===== config.mk =====
export PLATFORM = sky130hd
export DESIGN_NAME = ffra_cell
export DESIGN_NICKNAME = d
export VERILOG_FILES = /design/src/hw/rtl/ffra_pkg.sv /design/src/hw/rtl/ffra_cell.sv
export SDC_FILE = /design/constraint.sdc
export NUM_CORES = 1
export LEC_CHECK = 0
export BUFFER_PORTS_ARGS = -buffer_cell sky130_fd_sc_hd__buf_2
export CAP_MARGIN = 0
export CELL_PAD_IN_SITES_DETAIL_PLACEMENT = 0
export CELL_PAD_IN_SITES_GLOBAL_PLACEMENT = 2
export CORE_MARGIN = 1.5
export CORE_UTILIZATION = 26
export DETAILED_ROUTE_END_ITERATION = 8
export PLACE_DENSITY_LB_ADDON = 0.08
export SYNTH_ARGS = -nofsm -noshare
export SYNTH_HDL_FRONTEND = slang
export SYNTH_SLANG_ARGS = --single-unit

===== constraint.sdc =====
create_clock -name i_clk -period 3 [get_ports i_clk]
set_input_delay 0.3 -clock i_clk [delete_from_list [all_inputs] [get_ports i_clk]]
set_output_delay 0.3 -clock i_clk [all_outputs]
set_load 0.02 [all_outputs]

===== src/hw/rtl/ffra_pkg.sv =====
// ----------------------------------------------------------------------------
// ffra_pkg
// Shared types, field widths and codes of the first-fit region allocator.
// ----------------------------------------------------------------------------
`default_nettype none

package ffra_pkg;

    localparam int CMD_W   = 1;
    localparam int OWN_W   = 3;
    localparam int BYTES_W = 32;
    localparam int ST_W    = 3;

    localparam int FREE_SLOTS_DEF = 32;
    localparam int OWNERS_DEF     = 8;
    localparam int USED_SLOTS_DEF = 32;

    localparam logic [BYTES_W-1:0] POOL_RESET = 32'd65536;

    localparam logic [CMD_W-1:0] CMD_ALLOC   = 1'b0;
    localparam logic [CMD_W-1:0] CMD_RELEASE = 1'b1;

    typedef enum logic [ST_W-1:0] {
        ST_OK        = 3'd0,
        ST_SHORT     = 3'd1,
        ST_NOFIT     = 3'd2,
        ST_LISTFULL  = 3'd3,
        ST_TABLEFULL = 3'd4
    } t_status;

    typedef struct packed {
        logic [BYTES_W-1:0] rs;
        logic [BYTES_W-1:0] re;
    } t_region;

    typedef struct packed {
        logic shift;
        logic load;
    } t_cell_ctl;

endpackage

`default_nettype wire


===== src/hw/rtl/ffra_cell.sv =====
// ----------------------------------------------------------------------------
// ffra_cell
// One free-table entry; loads from the shared bus or takes its neighbor's entry.
// ----------------------------------------------------------------------------
`default_nettype none

module ffra_cell import ffra_pkg::*; (
    input  wire logic      i_clk,
    input  wire t_cell_ctl i_ctl,
    input  wire t_region   i_nbr,
    input  wire t_region   i_bus,
    output t_region        o_ent
);

    t_region r_ent;

    always_ff @(posedge i_clk) begin
        if (i_ctl.load) begin
            r_ent <= i_bus;
        end else if (i_ctl.shift) begin
            r_ent <= i_nbr;
        end
    end

    assign o_ent = r_ent;

endmodule

`default_nettype wire


# == After elaboration in Yosys (flattened, before gate mapping) ==
# Cells that the tools add are included.
# word_totals
register_bits,64
latchBits,0
ramBits,0
romBits,0
input_bits,131
memories,0
# classes
n_addsub,0
n_mul,0
div,0
magnitude_cmp,0
eq_ne,0
n_shift,0
mux,2
bitwise,0
reduce_logical,1
# ops
operator,count
2-to-1 mux 64 bit,2
nonzero test 2 bit,1

# == Longest topological paths before layout ==
# Gate-level depths: netlist of run 1.
# depth
ltp_word,2
depth_mapped,3
ltp_nobuf,1

# == Least setup slack after synthesis of run 1 ==
# No wires, ideal clock.
# synth_path
path_kind,in2reg
start,input i_ctl[0] (netlist name)
end,"register r_ent (netlist bit o_ent[0]), enable pin"
setup_time_ps,426
arrival_time_ps,2049
required_ps,2574
slack_ps,526
path_stages,3
n_path_buf,2
path_cell_list,buf_6 buf_6 or2_1
# synth_between
elab_chain_cells,1
# synth_rtl
element,line_no,source
start: declaration,ffra_cell.sv:9,"input wire t_cell_ctl i_ctl,"
nonzero test 2 bit (no source line),--,
end signal: assignment,ffra_cell.sv:19,r_ent <= i_bus;
end signal: assignment,ffra_cell.sv:21,r_ent <= i_nbr;
end: declaration,ffra_cell.sv:15,t_region r_ent;
# No other way between the ends.
# A chain may end at the register's enable or synchronous reset.

# == Worst setup path after layout of run 1 ==
# layout_path
start,input i_ctl[0] (netlist name)
end,"register r_ent (netlist bit o_ent[10]), data pin"
# layout_between
elab_chain_cells,1
# layout_rtl
element,line_no,source
2-to-1 mux 64 bit,ffra_cell.sv:18,if (i_ctl.load) begin
# No other way between the ends.

==> flow_summary.json, run 1 <==
{
  "outcome": "complete, no violations",
  "yosysTopAreaCell": "edfxtp_1",
  "max_freq_mhz": 723,
  "crit_slowest_cell": "buf_4",
  "cp.depth": 3,
  "fp.dieH_um": 109,
  "yosysSeqAreaShare": 0.661,
  "path_clk_slew_ns": 0.08,
  "whs_ns": 0.256,
  "grt_max_degree": 34,
  "gr-usage-all-layers": 0.122,
  "report.final.slew_viol_count": 0,
  "synth-compound-area-share": 0,
  "synth_adder_area_share": 0,
  "crit_fanout": 27,
  "slew_headroom": 0.716,
  "peakVddDrop_mv": 0.258,
  "largest_reg_flops": 64,
  "cts_htree_levels": 3,
  "critPathLaunchType": "input port",
  "core_um2": 10900,
  "synth_area_leaders": "edfxtp_1 66%, mux2_4 25%, mux2_2 5.8%",
  "grt_overflow_total": 0,
  "drc": 0,
  "ctsResizeCount": 0,
  "critical_path_buf_inv_count": 2,
  "die_area_um2": 11800,
  "final_cells": 484,
  "layout_common_cells": "193 x buf_2, 64 x edfxtp_1, 49 x mux2_4",
  "drt_wl_total_mm": 7.27,
  "area_growth_pct": 45.2,
  "cts_made_buffers": 9,
  "hold_class": "in -> reg",
  "layout_commonest_cell": "buf_2",
  "grt_pass1_wl_mm": 10.3,
  "design_area_um2": 4220,
  "critical-path-max-stage-delay_ns": 0.42,
  "io_buffers": 194,
  "dp.cells": 467,
  "crit_path_end_kind": "flip-flop",
  "row_count": 38,
  "muxShareOfSynthArea": 0.311,
  "crit_chain": "buf_4 -> buf_4 -> mux2_2",
  "cpLargestDelayFamily": "buffers and inverters",
  "initial_core_util": 0.267,
  "whs_path_depth": 2,
  "die_w_um": 109,
  "rsz0062_at_grt": "false",
  "syn_avg_cell_area_um2": 21.4,
  "finalSetupViolations": 0,
  "final_hold_viol_count": 0,
  "yosys_register_bits": 64,
  "num_vias": 1952,
  "synth_xor_xnor_area_share": 0,
  "cts-root-buf": "clkbuf_8",
  "wire_per_inst_um": 15.0,
  "crit_arrival_ns": 1.46,
  "worst_slew_pin_slew_ns": 0.426,
  "power_density_nw_per_um2": 562,
  "syn_inst": 136,
  "yosys.area_share.simple": 0.00215,
  "antenna_found_initial": 1,
  "viasPerCell": 4.03,
  "ant_nets": 0,
  "clkSinkCount": 64,
  "synth_top_area_share": 0.661,
  "finalCritPeriodShare": 0.461,
  "ios": 195,
  "ys_warn_count": 0,
  "drt-initial-drc-count": 46,
  "cp_common_cell": "buf_4",
  "fin_crit_ns": 1.38,
  "ys_types": 6,
  "syn-num-nets": 267,
  "fill_cells": 1082,
  "cts_buffer_depth": 2,
  "gp_congestion": 0.696,
  "cts_hold_buffers": 0,
  "critPathRequiredTime_ns": 3.08,
  "first_pass_iters": 3,
  "drive_above_1_share": 0.802,
  "tritoncts": "built",
  "p_total_mw": 2.37,
  "final_nets": 469,
  "fin_setup_tns_ns": 0,
  "synth_top_family_by_area": "multiplexers",
  "placed_area_um2": 4010,
  "grt_pass1_vias": 2035,
  "max_cap_violations": 0,
  "synth.cell_area_um2": 2910,
  "p_leak_nw": 2.00,
  "path_class": "in -> reg",
  "post-cts-setup-buffers": 0
}
stage by stage:
| stage | worst slack (ns) | utilization |
|---|---|---|
| finish | 1.62 | 0.387 |
| global route | 1.55 | 0.387 |
| CTS | 1.61 | 0.387 |
| detailed placement | 1.24 | 0.368 |
| global placement | 1.26 | 0.368 |
| floorplan | 0.526 | - |
logic make-up after synthesis:
group | count (synthesis)
muxes | 64
and+or+nand+nor | 1
DFF | 64
buffers and inverters | 7
cell type report:
type,instances,area (µm²),area share
flip-flops and latches,64,1920,0.456
clock buffers,12,135,0.0320
repair buffers,198,1000,0.238
well taps,140,175,0.0415
clock inverters,4,68.8,0.0163
multi-input cells,65,911,0.216
diodes,1,2.50,0.000593
synthesized netlist by cell type, drive strengths merged:
library cell,count
edfxtp,64
mux2,64
buf,7
or2,1
path summary, 6_finish.rpt:
kind                   from  slack [ns]         to
setup / recovery   i_ctl[0]        1.62  o_ent[10]
hold / removal    i_nbr[56]        0.26  o_ent[56]
routing by layer:
| metal | routed length [µm] | share of wire | track usage | vias up |
|---|---|---|---|---|
| met4 | 150 | 0.021 | 0.0592 | 0 |
| met1 | 2720 | 0.37 | 0.124 | 890 |
| met5 | 0 | 0 | 0 | - |
| met2 | 3600 | 0.50 | 0.212 | 112 |
| li1 | - | - | - | 938 |
| met3 | 793 | 0.11 | 0.0532 | 12 |
power breakdown:
group          total (mW)  leakage (nW)  internal (mW)  switching, mW
Clock               0.789         0.102          0.465          0.324
Sequential           1.12         0.652           1.10         0.0214
Combinational       0.460          1.25          0.217          0.243
Total                2.37          2.00           1.78          0.589
No activity file was read; power rests on OpenSTA's default activity.
==> run 2, diff against run 1 <==
- CORE_UTILIZATION: 26 -> 24
- clock period: 3 -> 1.2 ns (I/O delays scaled with it)
==> flow_summary.json, run 2 (same netlist as run 1, synthesis figures left out) <==
{
  "cts-root-buf": "clkbuf_16",
  "core_um2": 11900,
  "report.final.slew_viol_count": 0,
  "crit_fanout": 1,
  "max_cap_violations": 0,
  "final_hold_viol_count": 0,
  "drt-initial-drc-count": 84,
  "tritoncts": "built",
  "row_count": 40,
  "largest_reg_flops": 64,
  "num_vias": 1950,
  "fill_cells": 1187,
  "die_w_um": 113,
  "path_clk_slew_ns": 0.05,
  "drc": 0,
  "gr-usage-all-layers": 0.114,
  "wire_per_inst_um": 14.7,
  "regArea_um2": 1920,
  "finalSetupViolations": 0,
  "crit_path_end_kind": "output port",
  "design_area_um2": 4330,
  "grt_overflow_total": 0,
  "drt_wl_total_mm": 7.20,
  "grt_pass1_vias": 2068,
  "worst_slew_pin_slew_ns": 0.295,
  "initial_core_util": 0.244,
  "critical_path_buf_inv_count": 1,
  "crit_arrival_ns": 0.88,
  "final_nets": 471,
  "hold_class": "in -> reg",
  "max_freq_mhz": 1000,
  "critPathRequiredTime_ns": 1.08,
  "io_buffers": 194,
  "diodes": 0,
  "whs_path_depth": 2,
  "layout_commonest_cell": "buf_2",
  "gp_congestion": 0.738,
  "fin_setup_tns_ns": 0,
  "cpLargestDelayFamily": "flip-flops",
  "ctsResizeCount": 0,
  "fin_crit_ns": 0.995,
  "first_pass_iters": 2,
  "dp.cells": 476,
  "path_class": "reg -> out",
  "crit_chain": "buf_2",
  "ant_nets": 0,
  "crit_slowest_cell": "edfxtp_1",
  "outcome": "complete, no violations",
  "grt_max_degree": 51,
  "hp-start": "i_bus[31]",
  "p_leak_nw": 2.05,
  "area_growth_pct": 49.1,
  "die_area_um2": 12800,
  "power_density_nw_per_um2": 1430,
  "cts_htree_levels": 3,
  "post-cts-setup-buffers": 0,
  "cts_made_buffers": 9,
  "antenna_found_initial": 0,
  "grt_pass1_wl_mm": 10.7,
  "layout_common_cells": "193 x buf_2, 64 x edfxtp_1, 49 x mux2_4",
  "fin_util": 0.364,
  "fp.dieH_um": 113,
  "p_total_mw": 6.21,
  "drive_above_1_share": 0.799,
  "cts_buffer_depth": 2,
  "slew_headroom": 0.803,
  "placed_area_um2": 4090,
  "critical-path-max-stage-delay_ns": 0.37,
  "multiInputGateArea_um2": 913,
  "critPathLaunchType": "flip-flop",
  "rsz0062_at_grt": "false",
  "cp.depth": 1,
  "ios": 195,
  "worstSetupStartpoint": "o_ent[26]",
  "peakVddDrop_mv": 0.686,
  "final_cells": 490,
  "dp.final_hpwl_mm": 5.34,
  "viasPerCell": 3.98,
  "cts_hold_buffers": 0,
  "clkSinkCount": 64,
  "finalCritPeriodShare": 0.829
}
==> run 2: cell types whose count changed in the layout (fill, tap and decap cells not counted), moves of 2 or more <==
| cell | change |
|---|---|
| clkinv_1 | +2 |
| buf_4 | -2 |
| bufinv_16 | -2 |
| clkbuf_8 | -9 |
| clkbuf_16 | +9 |
| buf_12 | +4 |
==> run 2: stage by stage <==
stage	setup slack (ns)	hold WS, ns
after global placement	0.0527	0.421
after floorplan	-0.0860	0.337
after global routing	0.150	0.0703
after CTS	0.173	0.0667
after detailed placement	0.0306	0.423
final	0.205	0.0856
==> run 2: metal layers <==
metal | track usage | up-vias | part of all wire
li1 | - | 942 | -
met1 | 0.111 | 884 | 0.35
met2 | 0.190 | 117 | 0.49
met3 | 0.0798 | 7 | 0.14
met4 | 0.0392 | 0 | 0.017
met5 | 0 | - | 0
==> run 2: area by class of cell <==
cell class | instances | area share
flip-flops and latches | 64 | 0.444
clock inverters | 3 | 0.00260
multi-input cells | 65 | 0.211
clock buffers | 11 | 0.0537
repair buffers | 200 | 0.247
well taps | 147 | 0.0425
==> run 2: path summary, 6_finish.rpt <==
check         to  slack (ns)
max    o_ent[26]        0.20
min    o_ent[31]        0.09
==> run 2: power breakdown <==
part / leakage [nW] / total (mW) / internal [mW] / switching (mW)
combinational: 1.28 / 1.18 / 0.565 / 0.613
sequential: 0.652 / 2.80 / 2.75 / 0.0510
clock: 0.118 / 2.24 / 1.35 / 0.886
