`src/hw/rtl/ffra_ram.sv`:
```
// ----------------------------------------------------------------------------
// ffra_ram
// Generic simple dual-port RAM with one write port and a registered read.
// ----------------------------------------------------------------------------
`default_nettype none

module ffra_ram #(
    parameter int W = 32,
    parameter int D = 32,
    localparam int AW = (D > 1) ? $clog2(D) : 1
) (
    input  wire logic          i_clk,
    input  wire logic          i_we,
    input  wire logic [AW-1:0] i_waddr,
    input  wire logic [W-1:0]  i_wdata,
    input  wire logic [AW-1:0] i_raddr,
    output logic      [W-1:0]  o_rdata
);

    logic [W-1:0] r_mem [D];
    logic [W-1:0] r_rdata;

    always_ff @(posedge i_clk) begin
        if (i_we) begin
            r_mem[i_waddr] <= i_wdata;
        end
        r_rdata <= r_mem[i_raddr];
    end

    assign o_rdata = r_rdata;

endmodule

`default_nettype wire

```
`config.mk`:
```
export PLATFORM = sky130hd
export DESIGN_NAME = ffra_ram
export DESIGN_NICKNAME = d
export VERILOG_FILES = /design/src/hw/rtl/ffra_ram.sv
export SDC_FILE = /design/constraint.sdc
export NUM_CORES = 1
export LEC_CHECK = 0
export CAP_MARGIN = 30
export CORE_ASPECT_RATIO = 0.9
export CORE_MARGIN = 2
export CORE_UTILIZATION = 57
export DETAILED_ROUTE_END_ITERATION = 16
export DONT_BUFFER_PORTS = 1
export PLACE_DENSITY_LB_ADDON = 0.15
export REMOVE_ABC_BUFFERS = 1
export SLEW_MARGIN = 10
export SYNTH_ARGS = -nofsm -noshare
export SYNTH_HDL_FRONTEND = slang
export SYNTH_SLANG_ARGS = --single-unit
```
`constraint.sdc`:
```
create_clock -name i_clk -period 2.5 [get_ports i_clk]
set_clock_uncertainty 0.15 [all_clocks]
set_input_delay 0.125 -clock i_clk [delete_from_list [all_inputs] [get_ports i_clk]]
set_output_delay 0.125 -clock i_clk [all_outputs]
set_load 0.02 [all_outputs]
```
* After elaboration in Yosys (flattened, before gate mapping)
Memories as Yosys holds them, arrays and structs flattened. A register that Yosys moved wholly into a read port is not among the register bits.
Index checks and enable logic that the tools add are counted.
** Storage, ports and cells
- Memories :: 1
- Memory bits (writable) :: 1024
- Register bits after elaboration :: 0
- Output and inout bits :: 32
** Memory list
- r_mem :: depth 32, bits a word 32, read ports 1, clocked after Yosys merged registers in 1, write ports 1, RTL line 20 : logic [W-1:0] r_mem [D];
** Operators by class
- Mux-type cells :: 2
** Operator list (number)
- 1-bit 2-to-1 mux :: 2

* Longest topological paths before layout
Gate-level depths: netlist (run 1).
- Depth after elaboration :: 2
- Mapped depth :: 8

* Worst setup path before layout (run 1)
OpenSTA, ideal clock, no wires.
- Path kind :: input-to-reg
- From :: input port i_waddr[1]
- To :: memory r_mem[12][0] (enable)
- Setup time :: 421 ps
- Stages on the path :: 3
- Arrival :: 2138 ps
- Setup slack :: -209 ps
- Path through :: or3b_2 -> clkbuf_1 -> nor2_1
** RTL lines
- start, declared :: RTL line 14 : input wire logic [AW-1:0] i_waddr,
- end, declared :: RTL line 20
Straight into the memory's write port.

==> impl_metrics.env, run 1 <==
export IMPL_syn_inst=2260
export IMPL_first_global_vias=21800
export IMPL_overflow=0
export IMPL_ios=76
export IMPL_crit_buf_inv=2
export IMPL_fin_worst_hold_slack_ns=-0.0375
export IMPL_place_hpwl_um=51500
export IMPL_synthDominantCellAreaShare_pct=76.0
export IMPL_placed_area_um2=42200
export IMPL_die_x_um=285
export IMPL_synthTopCellsByCount="1,024 x edfxtp_1, 512 x mux2i_1, 98 x nand2_1, 98 x nand3_1"
export IMPL_peakVddDrop_v=0.000665
export IMPL_ys_flop_type="edfxtp_1"
export IMPL_critPathLaunchType="input pin"
export IMPL_drv_slew=340
export IMPL_cts_buffers=100
export IMPL_end_kind="flip-flop"
export IMPL_final_nets=2583
export IMPL_firstDrtPassIters=5
export IMPL_clock_latency_ns=0.66
export IMPL_cp_arrival_ns=4.57
export IMPL_num_antenna_cells=0
export IMPL_area_growth_pct=18.8
export IMPL_synth_seq_area_share_pct=77.5
export IMPL_multi_input_area_um2=8610
export IMPL_syn_area_um2=40500
export IMPL_io_buffers=0
export IMPL_dp_slack_ns=0.570
export IMPL_yosys_warnings=0
export IMPL_grt_max_degree=451
export IMPL_synth_seq_cells=1056
export IMPL_holdCritPathClass="input pin to flip-flop"
export IMPL_setup_ws_ns=-1.67
export IMPL_maxSlewHeadroom_pct=-177
export IMPL_cp_common_cell="dlygate4sd3_1"
export IMPL_grt_use_total_pct=27.1
export IMPL_initialDrtViolationCount=2446
export IMPL_crit_required_ns=2.90
export IMPL_cp_max_fo=450
export IMPL_outcome="complete, but fails checks"
export IMPL_start_util_pct=57.7
export IMPL_rows=92
export IMPL_reg2reg_from="r_mem[17][17]"
export IMPL_hold_viol=5
export IMPL_place_congestion=0.781
export IMPL_ys_types=25
export IMPL_p_per_area_nw_per_um2=781
export IMPL_coreArea_um2=70200
export IMPL_slowest_delay_ns=1.00
export IMPL_ant_nets=0
export IMPL_grt_pass1_wl_um=144000
export IMPL_violations="negative hold slack, max-slew violations, negative setup slack"
export IMPL_die_area_um2=73200
export IMPL_cp_cell_sequence="mux2i_1 > dlygate4sd3_1 > nand2_1 > a31oi_1 > nand3_1 > dlygate4sd3_1"
export IMPL_async_flop_share_pct=0
export IMPL_drive_gt1_share_pct=12.6
export IMPL_die_h_um=257
export IMPL_rsz0062_at_grt="no"
export IMPL_synth_edff_count=1024
export IMPL_post_route_util_pct=68.5
export IMPL_yosysTopAreaCell="edfxtp_1"
export IMPL_fmax_ghz=0.240
export IMPL_final_area_um2=48100
export IMPL_clock_path_buffers=3
export IMPL_drc=0
export IMPL_startpoint="i_raddr[0]"
export IMPL_p_leak_nw=16.8
export IMPL_cts_sinks=1056
export IMPL_min_period_over_period_pct=167
export IMPL_critPathKind="input pin to flip-flop"
export IMPL_setup_viol=25
export IMPL_htree_levels=3
export IMPL_wl_per_cell_um=27.9
export IMPL_area_sequential_um2=31400
export IMPL_avgSynthCellArea_um2=17.9
export IMPL_cts_root_buf="clkbuf_16"
export IMPL_hold_start="i_raddr[0]"
export IMPL_synth_area_leaders="edfxtp_1 76%, mux2i_1 13%, a22oi_1 1.8%"
export IMPL_crit_slowest_cell="mux2i_1"
export IMPL_antenna_found_initial=0
export IMPL_fillCellCount=4562
export IMPL_cts_resized=0
export IMPL_totalWireLength_um=99500
export IMPL_finalSetupTns_ns=-27.26
export IMPL_clk_pin_slew_ns=0.06
export IMPL_cts_tree="yes"
export IMPL_fin_crit_ns=4.17
export IMPL_tightest_slew_ns=4.15
export IMPL_detail_route_vias_per_cell=6.12
export IMPL_vias=21800
export IMPL_synth_most_common_cell="edfxtp_1"
export IMPL_maxCapViolations=0
export IMPL_path_delay_family="buffers and inverters"
## tightest hold or removal path: stages
cell	delay [ns]
mux2i_1	0.17
a22oi_1	0.10
nand3_1	0.15
nand3_1	0.11
## cells in the final DEF, fill, tap and decap left out, types with 3 or more instances in the layout
cell type,synthesis,routed
a21oi_1,96,96
a31oi_1,32,32
nand3b_1,5,5
buf_16,0,9
dlygate4sd3_1,0,179
buf_4,33,64
buf_8,0,21
clkinv_1,0,11
clkinv_2,0,29
nor3_1,32,32
a22o_1,64,64
a22oi_1,96,96
nand2_1,98,97
mux2i_1,512,512
edfxtp_1,1024,1024
clkbuf_8,0,7
buf_12,0,31
bufinv_16,0,16
nand3_1,98,98
nor2_4,0,33
clkbuf_16,0,102
dfxtp_1,32,32
or3b_2,3,3
clkbuf_1,46,15
inv_6,0,4
## routing by layer
metal	up-vias	share of wire [%]	wire [um]	GRT usage, %
met4	0	3.0	2940	9.05
li1	9550	-	-	-
met3	166	7.3	7250	4.29
met5	-	0	0	0
met1	11200	40	39800	37.1
met2	932	50	49500	45.0
## state kept, by name, summed over array words and instances (netlist names)
name	flops
r_mem	1024
o_rdata	32
## worst paths after layout
path / end / slack (ns) / depth (start not counted)
max: o_rdata[7] / -1.67 / 6
max reg2reg: o_rdata[17] / 0.10 / 6
min: o_rdata[29] / -0.04 / 4
min reg2reg: o_rdata[20] / 0.51 / 4
## layout make-up
class / count / share of cell area (%)
clock inverters: 65 / 1.56
flip-flops and latches: 1056 / 65.3
clock buffers: 124 / 5.63
well taps: 940 / 2.45
multi-input cells: 1077 / 17.9
repair buffers: 304 / 7.19
## cell families (layout without fill, tap and decap cells)
| logic type | after synthesis | after routing | synth area share, % |
|---|---|---|---|
| buffers and inverters | 127 | 493 | 1.86 |
| flip-flops | 1056 | 1056 | 77.5 |
| multiplexers | 512 | 512 | 12.7 |
| AO/OA/AOI/OAI | 288 | 288 | 4.85 |
| AND/OR/NAND/NOR | 277 | 277 | 3.10 |
## power breakdown
group | switching (W) | total (W) | internal, W | leakage (nW)
logic | 0.00103 | 0.00194 | 0.000911 | 5.59
clock network | 0.00641 | 0.0158 | 0.00935 | 1.72
registers | 0.000195 | 0.0199 | 0.0197 | 9.49
## stage by stage
| stage | power, W | instances |
|---|---|---|
| 2_1_floorplan | 0.0210 | 2133 |
| 3_3_place_gp | 0.0215 | 3162 |
| 3_5_place_dp | 0.0215 | 3163 |
| 4_1_cts | 0.0376 | 3535 |
| 5_1_grt | 0.0385 | 3566 |
| 6_report | 0.0376 | 3566 |
## repair_timing
item,CTS,global route
hold buffers,183,0
setup buffers,0,2
setup endpoints to repair,0,1
endpoints found under the hold margin,1098,0
(Power assumes the default switching activity.)
==> inputs of run 2 (changes only) <==
- CORE_UTILIZATION: 57 -> 60
- CTS_BUF_LIST: default -> sky130_fd_sc_hd__clkbuf_8
- clock period: 2.5 -> 4.4 ns (I/O delays scaled with it)
==> run 2 against run 1 <==
Effect of this change:
- the flow now finishes without violations
- non-clock buffer count decreased by 144
- power decreased by 47%
- via count decreased by 1.1%
- first-iteration DRC count increased by 1.9%
- critical path type unchanged
- largest cell class unchanged
- largest power group unchanged
- highest routed layer is now met5
==> impl_metrics.env, run 2 (synthesis results as in run 1) <==
export IMPL_wl_per_cell_um=28.7
export IMPL_htree_levels=4
export IMPL_reg2reg_from="r_mem[16][19]"
export IMPL_cp_common_cell="dlygate4sd3_1"
export IMPL_ant_nets=0
export IMPL_first_global_vias=21700
export IMPL_cp_arrival_ns=4.42
export IMPL_area_growth_pct=14.1
export IMPL_ff2ff_setup_slack_ns=1.48
export IMPL_critPathKind="input pin to flip-flop"
export IMPL_holdCritPathClass="input pin to flip-flop"
export IMPL_io_buffers=0
export IMPL_maxSlewHeadroom_pct=3.20
export IMPL_clk_pin_slew_ns=0.07
export IMPL_p_per_area_nw_per_um2=431
export IMPL_drc=0
export IMPL_fmax_ghz=0.257
export IMPL_coreArea_um2=66900
export IMPL_cts_root_buf="clkbuf_8"
export IMPL_final_common_cell="edfxtp_1"
export IMPL_cts_resized=0
export IMPL_cp_cell_sequence="dlygate4sd3_1 > nor2_4 > dlygate4sd3_1 > nand2_1 > dlygate4sd3_1 > a31oi_1 > dlygate4sd3_1 > nand3_1 > dlygate4sd3_1"
export IMPL_grt_pass1_wl_um=144000
export IMPL_die_h_um=250
export IMPL_fin_crit_ns=3.88
export IMPL_die_x_um=278
export IMPL_crit_required_ns=4.93
export IMPL_final_nets=2502
export IMPL_largest_register_ffs=1024
export IMPL_rows=90
export IMPL_clock_latency_ns=0.79
export IMPL_setup_ws_ns=0.516
export IMPL_top_register="r_mem"
export IMPL_holdPathEnd="r_mem[8][15]"
export IMPL_dp_slack_ns=1.69
export IMPL_critPathLaunchType="input pin"
export IMPL_place_hpwl_um=52800
export IMPL_cts_buffers=163
export IMPL_die_area_um2=69600
export IMPL_tightest_slew_ns=1.45
export IMPL_place_congestion=0.809
export IMPL_p_leak_nw=16.3
export IMPL_hold_viol=0
export IMPL_detail_route_vias_per_cell=6.24
export IMPL_hold_start="i_waddr[1]"
export IMPL_fin_worst_hold_slack_ns=0.0619
export IMPL_crit_buf_inv=5
export IMPL_min_path_cells=2
export IMPL_vias=21600
export IMPL_initialDrtViolationCount=2492
export IMPL_clock_path_buffers=3
export IMPL_r2r_end="o_rdata[19]"
export IMPL_rr_worst_depth=7
export IMPL_rsz0062_at_grt="no"
export IMPL_start_util_pct=60.5
export IMPL_grt_use_total_pct=28.8
export IMPL_finalSetupTns_ns=0
export IMPL_post_route_util_pct=69.0
export IMPL_ctsHoldBuffers=103
export IMPL_path_delay_family="buffers and inverters"
export IMPL_min_period_over_period_pct=88.3
export IMPL_peakVddDrop_v=0.000311
export IMPL_cp_max_fo=16
export IMPL_ios=76
export IMPL_setup_viol=0
export IMPL_drv_slew=0
export IMPL_maxCapViolations=0
export IMPL_cts_sinks=1056
export IMPL_layout_common_cells="1,024 x edfxtp_1, 512 x mux2i_1, 180 x clkbuf_8"
export IMPL_drive_gt1_share_pct=12.7
export IMPL_antenna_found_initial=1
export IMPL_grt_max_degree=330
export IMPL_outcome="finished, final reports clean"
export IMPL_totalWireLength_um=99400
export IMPL_num_antenna_cells=0
export IMPL_crit_slowest_cell="dlygate4sd3_1"
export IMPL_overflow=0
export IMPL_cts_tree="yes"
export IMPL_postCtsSetupRepairBufs=0
export IMPL_slowest_delay_ns=1.25
export IMPL_firstDrtPassIters=6
export IMPL_end_kind="flip-flop"
==> run 2: cell types whose count changed in the layout (fill, tap and decap cells not counted), sizes merged <==
cell,delta
inv,+61
buf,-40
bufinv,-13
clkbuf,+56
dlygate4sd3,-104
==> run 2: power by group <==
| part | leakage, nW | total, W | internal, W | switching (W) |
|---|---|---|---|---|
| clock | 1.78 | 0.00755 | 0.00391 | 0.00364 |
| combinational | 5.03 | 0.00107 | 0.000413 | 0.000654 |
| sequential | 9.49 | 0.0113 | 0.0112 | 0.000113 |
| total | 16.3 | 0.0199 | 0.0155 | 0.00441 |
==> run 2: final cells by class <==
class	count	area [um2]
clock buffers	180	2480
clock inverters	113	534
fillers	4376	20700
multi-input cells	1077	8610
flip-flops and latches	1056	31400
well taps	874	1090
repair buffers	160	2070
==> run 2: metal layers <==
layer	up-vias	GRT usage, %	part of all wire, %
li1	9401	-	-
met3	167	8.42	9.8
met2	1064	44.1	47
met4	4	10.5	2.8
met5	-	1.73	0.12
met1	11000	39.7	41
==> run 2: worst max path at each step <==
stage	start	end	slack (ns)	depth (start not counted)
CTS	i_raddr[1]	o_rdata[24]	0.69	9
floorplan	i_raddr[1]	o_rdata[0]	-0.95	5
global route	i_raddr[1]	o_rdata[24]	0.43	9
global placement	i_waddr[1]	r_mem[1][16]	1.72	2
finish	i_raddr[1]	o_rdata[24]	0.52	9
detailed placement	i_we	r_mem[27][19]	1.69	3
==> run 2: through the flow <==
step                power, W  cell area (um2)  cells
floorplan             0.0119            39700   2133
global placement      0.0122            41400   3040
detailed placement    0.0122            41700   3054
CTS                   0.0200            46000   3450
global route          0.0205            46200   3460
finish                0.0199            46200   3460
